[src/hw/rtl/sfpd_pkg.sv]
package sfpd_pkg;

   localparam logic [15:0] CRC_INIT   = 16'hFFFF;
   localparam logic [7:0]  FILL_BYTE  = 8'hFF;
   localparam logic [15:0] FILL_CRC   = 16'hFFFF;
   localparam logic [8:0]  HDR_BYTES  = 9'd12;

   // packet byte offsets of the header fields
   localparam logic [7:0] OFS_CRC_LO = 8'd0;
   localparam logic [7:0] OFS_CRC_HI = 8'd1;
   localparam logic [7:0] OFS_LENGTH = 8'd2;
   localparam logic [7:0] OFS_FLAGS  = 8'd3;

   typedef enum logic [1:0] {
      STATUS_CRC_GOOD = 2'd0,
      STATUS_CRC_BAD  = 2'd1,
      STATUS_OVERFLOW = 2'd2
   } status_type;

   // one byte handed to the parser
   typedef struct packed {
      logic       step;
      logic [7:0] rx_byte;
      logic       transfer_start;
   } step_type;

   // packet descriptor from the parser
   typedef struct packed {
      logic       valid;
      status_type status;
      logic [7:0] packet_offset;
      logic [8:0] packet_size;
   } desc_type;

   // crc-16-ccitt, polynomial 0x1021, one byte
   function automatic logic [15:0] crc_update(input logic [15:0] crc, input logic [7:0] b);
      logic [7:0] x;
      x = crc[15:8] ^ b;
      x = x ^ {4'h0, x[7:4]};
      return {crc[7:0], 8'h00} ^ {x[3:0], 12'h000} ^ {3'b000, x, 5'b00000} ^ {8'h00, x};
   endfunction

endpackage

[src/hw/rtl/sfpd_parser.sv]
module sfpd_parser #(
   parameter int TRANSFER_BYTES = 256
) (
   input  logic              clock,
   input  logic              reset,
   input  sfpd_pkg::step_type req,
   output sfpd_pkg::desc_type res
);
   import sfpd_pkg::*;

   localparam logic [9:0] XFER_END = 10'(TRANSFER_BYTES);

   logic [7:0]  pos_ff, pos_in;
   logic [7:0]  begin_ff, begin_in;
   logic [8:0]  len_ff, len_in;
   logic [15:0] crc_ff, crc_in;
   logic [15:0] stored_ff, stored_in;
   logic        bogus_ff, bogus_in;
   logic        stopped_ff, stopped_in;

   logic        was_stopped;
   logic [7:0]  rel;
   logic [9:0]  rounded;
   logic [9:0]  next_begin;
   logic [9:0]  pkt_end;

   always_comb begin
      pos_in     = pos_ff;
      begin_in   = begin_ff;
      len_in     = len_ff;
      crc_in     = crc_ff;
      stored_in  = stored_ff;
      bogus_in   = bogus_ff;
      stopped_in = stopped_ff;
      if (req.transfer_start) begin
         pos_in     = '0;
         begin_in   = '0;
         len_in     = '0;
         crc_in     = CRC_INIT;
         stored_in  = '0;
         bogus_in   = 1'b0;
         stopped_in = 1'b0;
      end
      res.valid         = 1'b0;
      res.status        = STATUS_CRC_GOOD;
      res.packet_offset = begin_in;
      res.packet_size   = len_in;
      was_stopped       = stopped_in;
      rel               = pos_in - begin_in;
      rounded           = '0;
      next_begin        = '0;
      pkt_end           = '0;

      if (!was_stopped) begin
         if (pos_in >= begin_in) begin
            if (rel == OFS_CRC_LO) begin
               stored_in = {8'h00, req.rx_byte};
            end else if (rel == OFS_CRC_HI) begin
               stored_in = {req.rx_byte, stored_in[7:0]};
               bogus_in  = (stored_in == FILL_CRC);
            end else if (rel == OFS_LENGTH) begin
               if (req.rx_byte == 8'h00) begin
                  stopped_in = 1'b1;
               end else begin
                  len_in  = {1'b0, req.rx_byte} + HDR_BYTES;
                  pkt_end = {2'b00, begin_in} + {1'b0, len_in};
                  if (pkt_end > XFER_END) begin
                     res.valid         = 1'b1;
                     res.status        = STATUS_OVERFLOW;
                     res.packet_offset = begin_in;
                     res.packet_size   = len_in;
                     stopped_in        = 1'b1;
                  end
               end
            end else if (rel == OFS_FLAGS) begin
               bogus_in = bogus_in && (req.rx_byte == FILL_BYTE);
            end

            if (!stopped_in && rel >= OFS_LENGTH && {1'b0, rel} < len_in) begin
               crc_in = crc_update(crc_in, req.rx_byte);
               if ({1'b0, rel} == len_in - 9'd1) begin
                  if (!bogus_in) begin
                     res.valid         = 1'b1;
                     res.status        = (crc_in == stored_in) ? STATUS_CRC_GOOD
                                                               : STATUS_CRC_BAD;
                     res.packet_offset = begin_in;
                     res.packet_size   = len_in;
                  end
                  // pad to a 4-byte boundary
                  rounded    = {1'b0, len_in} + 10'd3;
                  next_begin = {2'b00, begin_in} + {rounded[9:2], 2'b00};
                  if (next_begin >= XFER_END) begin
                     stopped_in = 1'b1;
                  end else begin
                     begin_in = next_begin[7:0];
                  end
                  crc_in   = CRC_INIT;
                  bogus_in = 1'b0;
               end
            end
         end
         if ({2'b00, pos_in} + 10'd1 >= XFER_END) begin
            stopped_in = 1'b1;
         end
         pos_in = pos_in + 8'd1;
      end
      res.valid = res.valid && req.step;
   end

   always_ff @(posedge clock) begin
      if (reset) begin
         pos_ff     <= '0;
         begin_ff   <= '0;
         len_ff     <= '0;
         crc_ff     <= CRC_INIT;
         stored_ff  <= '0;
         bogus_ff   <= 1'b0;
         stopped_ff <= 1'b0;
      end else if (req.step) begin
         pos_ff     <= pos_in;
         begin_ff   <= begin_in;
         len_ff     <= len_in;
         crc_ff     <= crc_in;
         stored_ff  <= stored_in;
         bogus_ff   <= bogus_in;
         stopped_ff <= stopped_in;
      end
   end

   // packets always start on a 4-byte boundary
   a_begin_aligned : assert property (@(posedge clock) disable iff (reset)
      begin_ff[1:0] == 2'b00)
      else $error("packet start not word aligned");

   // an overflow descriptor stops parsing for the rest of the transfer
   a_overflow_stops : assert property (@(posedge clock) disable iff (reset)
      res.valid && res.status == STATUS_OVERFLOW |=> stopped_ff)
      else $error("parsing continued after overflow");

   // a descriptor always covers a non-empty payload
   a_size_min : assert property (@(posedge clock) disable iff (reset)
      res.valid |-> res.packet_size > HDR_BYTES)
      else $error("descriptor with empty payload");

   // a stopped parser produces nothing until a new transfer starts
   a_stopped_quiet : assert property (@(posedge clock) disable iff (reset)
      stopped_ff && !req.transfer_start |-> !res.valid)
      else $error("descriptor while parsing stopped");

endmodule

[src/hw/rtl/spi_frame_packet_deframer.sv]
// channel  | dir | tdata (low bit up)                      | tuser
// ---------+-----+-----------------------------------------+-----------------------
// req_     | in  | [7:0] rx_byte                           | [0] transfer_start
// rsp_     | out | [7:0] packet_offset, [16:8] packet_size,| [1:0] status
//          |     | [23:17] zero                            |
//
// one request per cycle while no held descriptor stalls the input register; an accepted
// byte waits in the input register, crc and header parsing run in the cycle in which it
// advances, and the descriptor is written to the result register at the end of that cycle
// reset (synchronous, active high) clears the parser state as at the start of a transfer
// a held descriptor stalls the input register until it is taken, whether or not the
// next byte produces a descriptor
module spi_frame_packet_deframer #(
   parameter int TRANSFER_BYTES = 256
) (
   input  logic        clock,
   input  logic        reset,
   input  logic        req_tvalid,
   output logic        req_tready,
   input  logic [7:0]  req_tdata,   // [7:0] rx_byte
   input  logic [0:0]  req_tuser,   // [0] transfer_start
   output logic        rsp_tvalid,
   input  logic        rsp_tready,
   output logic [23:0] rsp_tdata,   // [7:0] packet_offset, [16:8] packet_size, [23:17] zero
   output logic [1:0]  rsp_tuser    // [1:0] status
);
   import sfpd_pkg::*;

   // input register
   logic       in_valid_ff, in_valid_in;
   logic [7:0] in_byte_ff;
   logic       in_start_ff;

   // result register
   logic       rsp_valid_ff, rsp_valid_in;
   status_type rsp_status_ff;
   logic [7:0] rsp_offset_ff;
   logic [8:0] rsp_size_ff;

   logic       advance;
   logic       req_take;
   step_type   step;
   desc_type   desc;

   // the held byte moves on once the result register is free or being emptied
   assign advance    = in_valid_ff && (!rsp_valid_ff || rsp_tready);
   assign req_tready = !in_valid_ff || advance;
   assign req_take   = req_tvalid && req_tready;

   assign step.step           = advance;
   assign step.rx_byte        = in_byte_ff;
   assign step.transfer_start = in_start_ff;

   sfpd_parser #(
      .TRANSFER_BYTES(TRANSFER_BYTES)
   ) u_parser (
      .clock(clock),
      .reset(reset),
      .req  (step),
      .res  (desc)
   );

   always_comb begin
      in_valid_in = in_valid_ff;
      if (req_take) begin
         in_valid_in = 1'b1;
      end else if (advance) begin
         in_valid_in = 1'b0;
      end
   end

   always_comb begin
      rsp_valid_in = rsp_valid_ff;
      if (advance) begin
         rsp_valid_in = desc.valid;
      end else if (rsp_tready) begin
         rsp_valid_in = 1'b0;
      end
   end

   always_ff @(posedge clock) begin
      if (reset) begin
         in_valid_ff  <= 1'b0;
         rsp_valid_ff <= 1'b0;
      end else begin
         in_valid_ff  <= in_valid_in;
         rsp_valid_ff <= rsp_valid_in;
      end
   end

   // payload registers carry no reset
   always_ff @(posedge clock) begin
      if (req_take) begin
         in_byte_ff  <= req_tdata;
         in_start_ff <= req_tuser[0];
      end
      if (advance && desc.valid) begin
         rsp_status_ff <= desc.status;
         rsp_offset_ff <= desc.packet_offset;
         rsp_size_ff   <= desc.packet_size;
      end
   end

   assign rsp_tvalid = rsp_valid_ff;
   assign rsp_tdata  = {7'b0000000, rsp_size_ff, rsp_offset_ff};
   assign rsp_tuser  = rsp_status_ff;

   // a waiting request byte is never dropped
   a_in_held : assert property (@(posedge clock) disable iff (reset)
      in_valid_ff && !advance |=> in_valid_ff)
      else $error("request byte lost in input register");

   // an untaken descriptor is never overwritten
   a_rsp_no_overwrite : assert property (@(posedge clock) disable iff (reset)
      rsp_valid_ff && !rsp_tready |-> !advance)
      else $error("descriptor overwritten while stalled");

   // a descriptor from the parser always lands in the result register
   a_desc_lands : assert property (@(posedge clock) disable iff (reset)
      advance && desc.valid |=> rsp_valid_ff)
      else $error("descriptor dropped");

endmodule
[config.mk]
export PLATFORM = sky130hd
export DESIGN_NAME = spi_frame_packet_deframer
export DESIGN_NICKNAME = d
export VERILOG_FILES = /design/src/hw/rtl/sfpd_pkg.sv /design/src/hw/rtl/sfpd_parser.sv /design/src/hw/rtl/spi_frame_packet_deframer.sv
export SDC_FILE = /design/constraint.sdc
export NUM_CORES = 1
export LEC_CHECK = 0
export ABC_AREA = 1
export BUFFER_PORTS_ARGS = -buffer_cell sky130_fd_sc_hd__buf_2
export CORE_MARGIN = 2
export CORE_UTILIZATION = 50
export DETAILED_ROUTE_END_ITERATION = 8
export PLACE_DENSITY_LB_ADDON = 0.1
export SLEW_MARGIN = 10
export SYNTH_ARGS = -nofsm -noshare
export SYNTH_HDL_FRONTEND = slang
export SYNTH_HIERARCHICAL = 1
export SYNTH_SLANG_ARGS = --single-unit
[constraint.sdc]
create_clock -name clock -period 6.7 [get_ports clock]
set_clock_uncertainty 0.2 [all_clocks]
set_input_delay 1.005 -clock clock [delete_from_list [all_inputs] [get_ports clock]]
set_output_delay 1.005 -clock clock [all_outputs]
set_load 0.1 [all_outputs]
==> metrics.txt <==
clock sink count 89; CP Launch Type register; post-synthesis cell type count 55; Clk network pwr share 0.306; largest net degree at the start of global routing 53; via count 7,604; fmax 162 MHz; Worst-path clk slew 60 ps; antenna cells 0; Clock Latency Late Sink 360 ps; Gate power share 0.319; Net Sw Frac 0.378; CP Launch Point in_start_ff$_DFFE_PP_; leakage 3.78 nW; Finish-stage setup viols 0; post-DP HPWL 16,900 um; type of the tightest min-delay check register to register; Root Buffer Master clkbuf_16; layout cells sized above 1 0.107; Layout Nets 1,193; Port Buf Inserts 33; Rows 44; number of antenna violations at the first check in global routing 1; starting density of the core 0.514; postcts setup bufs 0; final std cells w/o fill 1,342; sequential element share of the synthesized area 0.276; NetSw 0.000607 W; TritonCTS clock tree yes; Mapped Avg Cell Area 6.54 sq um; first-pass GRT wire length 35,500 um; die area 15,900 sq um; P_int 0.00100 W; post-detailed-route wirelength per cell 16.8 um; CP dominant cell by count nand2_1; H-Tree Depth 3; post-route ant nets 0; Setup TNS 0 ps; hold bufs inserted after CTS 0; number of global-route vias before repair 6,743; Crit-path slowest cell edfxtp_1; Reg2Reg Depth 32; Crit. End Element register; area of the multi-input gates 4550 sq um; DRC 0; grt total ovfl 0; Post-Place Cells 1,326; chip width 126 um; Post-Syn Instances 1,142; top cells by area, synth dfxtp_1 16%, nand2_1 14%, edfxtp_1 11%; aggregate global-route resource usage 0.282; Final Hold Fails 0; post_cts resized 0; gp weighted congestion 0.946; RSZ-0062 raised after global routing no; area delta synth->final 6.86%; Post-synth EDFFs 28; Die Ht 126 um; post-synth design cell area 7460 sq um; Final Cycle Share 0.923; worst vdd ir 150 uV; CTS Buffer Depth 2; Synth area leader dfxtp_1; #FFs+latches synth 89; pwr/cell area 202 nW/um^2; Final Slew Violations 0; # fillers 1,503; Synth top area share 0.164; status completed; CP Max Fanout 18; DR pass1 iterations 6; CP arrival 6030 ps; initial detailed-routing violation count 789; Hold Crit Depth 2; area taken by flip-flops and latches 2060 sq um; post-route setup slack 516 ps; Ys Warns 6; core area 14,500 sq um; slew of the pin with the lowest slew margin 1020 ps; Util after Layout 0.549; CP max stage delay 460 ps; WP data required 6550 ps; drt total wl 22,600 um; Seq pwr share 0.375; R2R Path Start in_start_ff$_DFFE_PP_; total CTS buffers 9; Hold Path Origin u_parser/begin_ff[0]$_SDFFE_PP0P_; Max-Cap Viols 0; Slew HR 0.317; Async S/R FF share, synth 0; io pins 41; Tmin final 6180 ps; DR vias/cell 5.67; leading register cell type out of synthesis dfxtp_1; Crit Path Class register to register; Post-Place Worst Slack 323 ps
[placed cells by master (no fill, tap or decap), types with 2 or more instances in the layout]
cell	synthesis	routed
ha_1	26	26
clkinv_1	2	2
nand3_1	55	55
nand2_1	273	273
nor3_1	9	9
a21oi_2	2	2
inv_1	148	148
dfxtp_1	61	61
buf_4	13	15
clkbuf_16	0	9
inv_6	0	2
a211oi_1	3	3
nor2_2	5	6
nand2_2	21	21
nand3b_1	2	2
o21ai_1	5	5
a21oi_1	104	104
or2_2	7	7
o21ai_0	98	98
edfxtp_1	28	28
a221oi_1	2	2
inv_2	4	5
nand3_2	9	8
o22ai_1	14	14
nand4_1	22	22
nor4_1	4	4
o211ai_1	24	24
nor2_4	3	4
buf_2	7	33
conb_1	1	7
a22oi_1	3	3
xor2_1	36	36
inv_4	1	2
nor2_1	82	80
xnor2_1	15	15
[area by class of cell]
type | instances | area share
repair buffers | 48 | 0.0348
well taps | 184 | 0.0289
flip-flops and latches | 89 | 0.259
multi-input cells | 850 | 0.571
inverters | 155 | 0.0733
clock inverters | 6 | 0.00518
clock buffers | 10 | 0.0287
[per-layer routing]
| layer | track usage | share of wire | up-vias |
|---|---|---|---|
| met5 | 0 | 0.00058 | - |
| met4 | 0.121 | 0.037 | 2 |
| met3 | 0.0484 | 0.065 | 52 |
| met2 | 0.454 | 0.45 | 292 |
| met1 | 0.374 | 0.44 | 3480 |
| li1 | - | - | 3778 |
[flip-flops by register name (all words and copies together), names as in the netlist]
name,count
u_parser/pos_ff,8
u_parser/crc_ff,16
rsp_tuser,2
in_valid_ff,1
u_parser/stored_ff,16
u_parser/bogus_ff,1
u_parser/stopped_ff,1
rsp_tvalid,1
u_parser/len_ff,9
u_parser/begin_ff,8
in_start_ff,1
rsp_offset_ff,8
in_byte_ff,8
rsp_size_ff,9
[power groups by stage]
stage                     combinational (W)  sequential, W  clock (W)
after global routing               0.000566       0.000606   0.000526
after detailed placement           0.000500       0.000614          0
after CTS                          0.000504       0.000602   0.000501
final                              0.000513       0.000603   0.000492
after floorplan                    0.000396       0.000607          0
after global placement             0.000500       0.000614          0
[cells in the mapped netlist, types with 3 or more instances]
cell and count:
inv_2 4, nor2_2 5, buf_2 7, nand2_1 273, a211oi_1 3, nor3_1 9
o22ai_1 14, nor2_4 3, buf_4 13, nand4_1 22, ha_1 26, o21ai_1 5
buf_6 4, nand3_1 55, o211ai_1 24, nand3_2 9, or2_2 7, nor4_1 4
nor2_1 82, a22oi_1 3, inv_1 148, nand2_2 21, clkbuf_1 29, edfxtp_1 28
xor2_1 36, dfxtp_1 61, a21oi_1 104, xnor2_1 15, o21ai_0 98
[worst paths after layout]
| check | endpoint | slack (ps) |
|---|---|---|
| setup / recovery | rsp_offset_ff[0]$_DFFE_PP_ | 520 |
| hold / removal | u_parser/begin_ff[0]$_SDFFE_PP0P_ | 240 |
| setup reg to reg | rsp_offset_ff[0]$_DFFE_PP_ | 520 |
| hold reg to reg | u_parser/begin_ff[0]$_SDFFE_PP0P_ | 240 |
[worst max-delay path: cells and delay by family, from the launching register on]
family,cells,cell delay (ps)
and+or+nand+nor,14,2180
AOI/OAI and AO/OA,6,1140
buffers and inverters,8,1070
adders and majority gates,3,630
DFF,1,460
xor gates and xnor gates,1,170
[stage by stage]
| stage | cell area (sq um) | power (W) | hold WS (ps) |
|---|---|---|---|
| 6_report | 7980 | 0.00161 | 243 |
| 3_5_place_dp | 7690 | 0.00111 | 239 |
| 4_1_cts | 7960 | 0.00161 | 249 |
| 2_1_floorplan | 7490 | 0.00100 | 225 |
| 5_1_grt | 7980 | 0.00170 | 277 |
| 3_3_place_gp | 7690 | 0.00111 | 247 |
[kinds of logic (layout without fill, tap and decap cells)]
| family | count (synthesis) | after routing | synth area share |
|---|---|---|---|
| compound gates | 264 | 264 | 0.196 |
| buf+inv | 209 | 219 | 0.119 |
| flops | 89 | 89 | 0.276 |
| other cells | 1 | 7 | 0.000502 |
| simple gates | 500 | 500 | 0.299 |
| xor+xnor | 52 | 52 | 0.0620 |
| fa+ha+maj | 27 | 27 | 0.0463 |
Power figures use the tool's default switching activity.
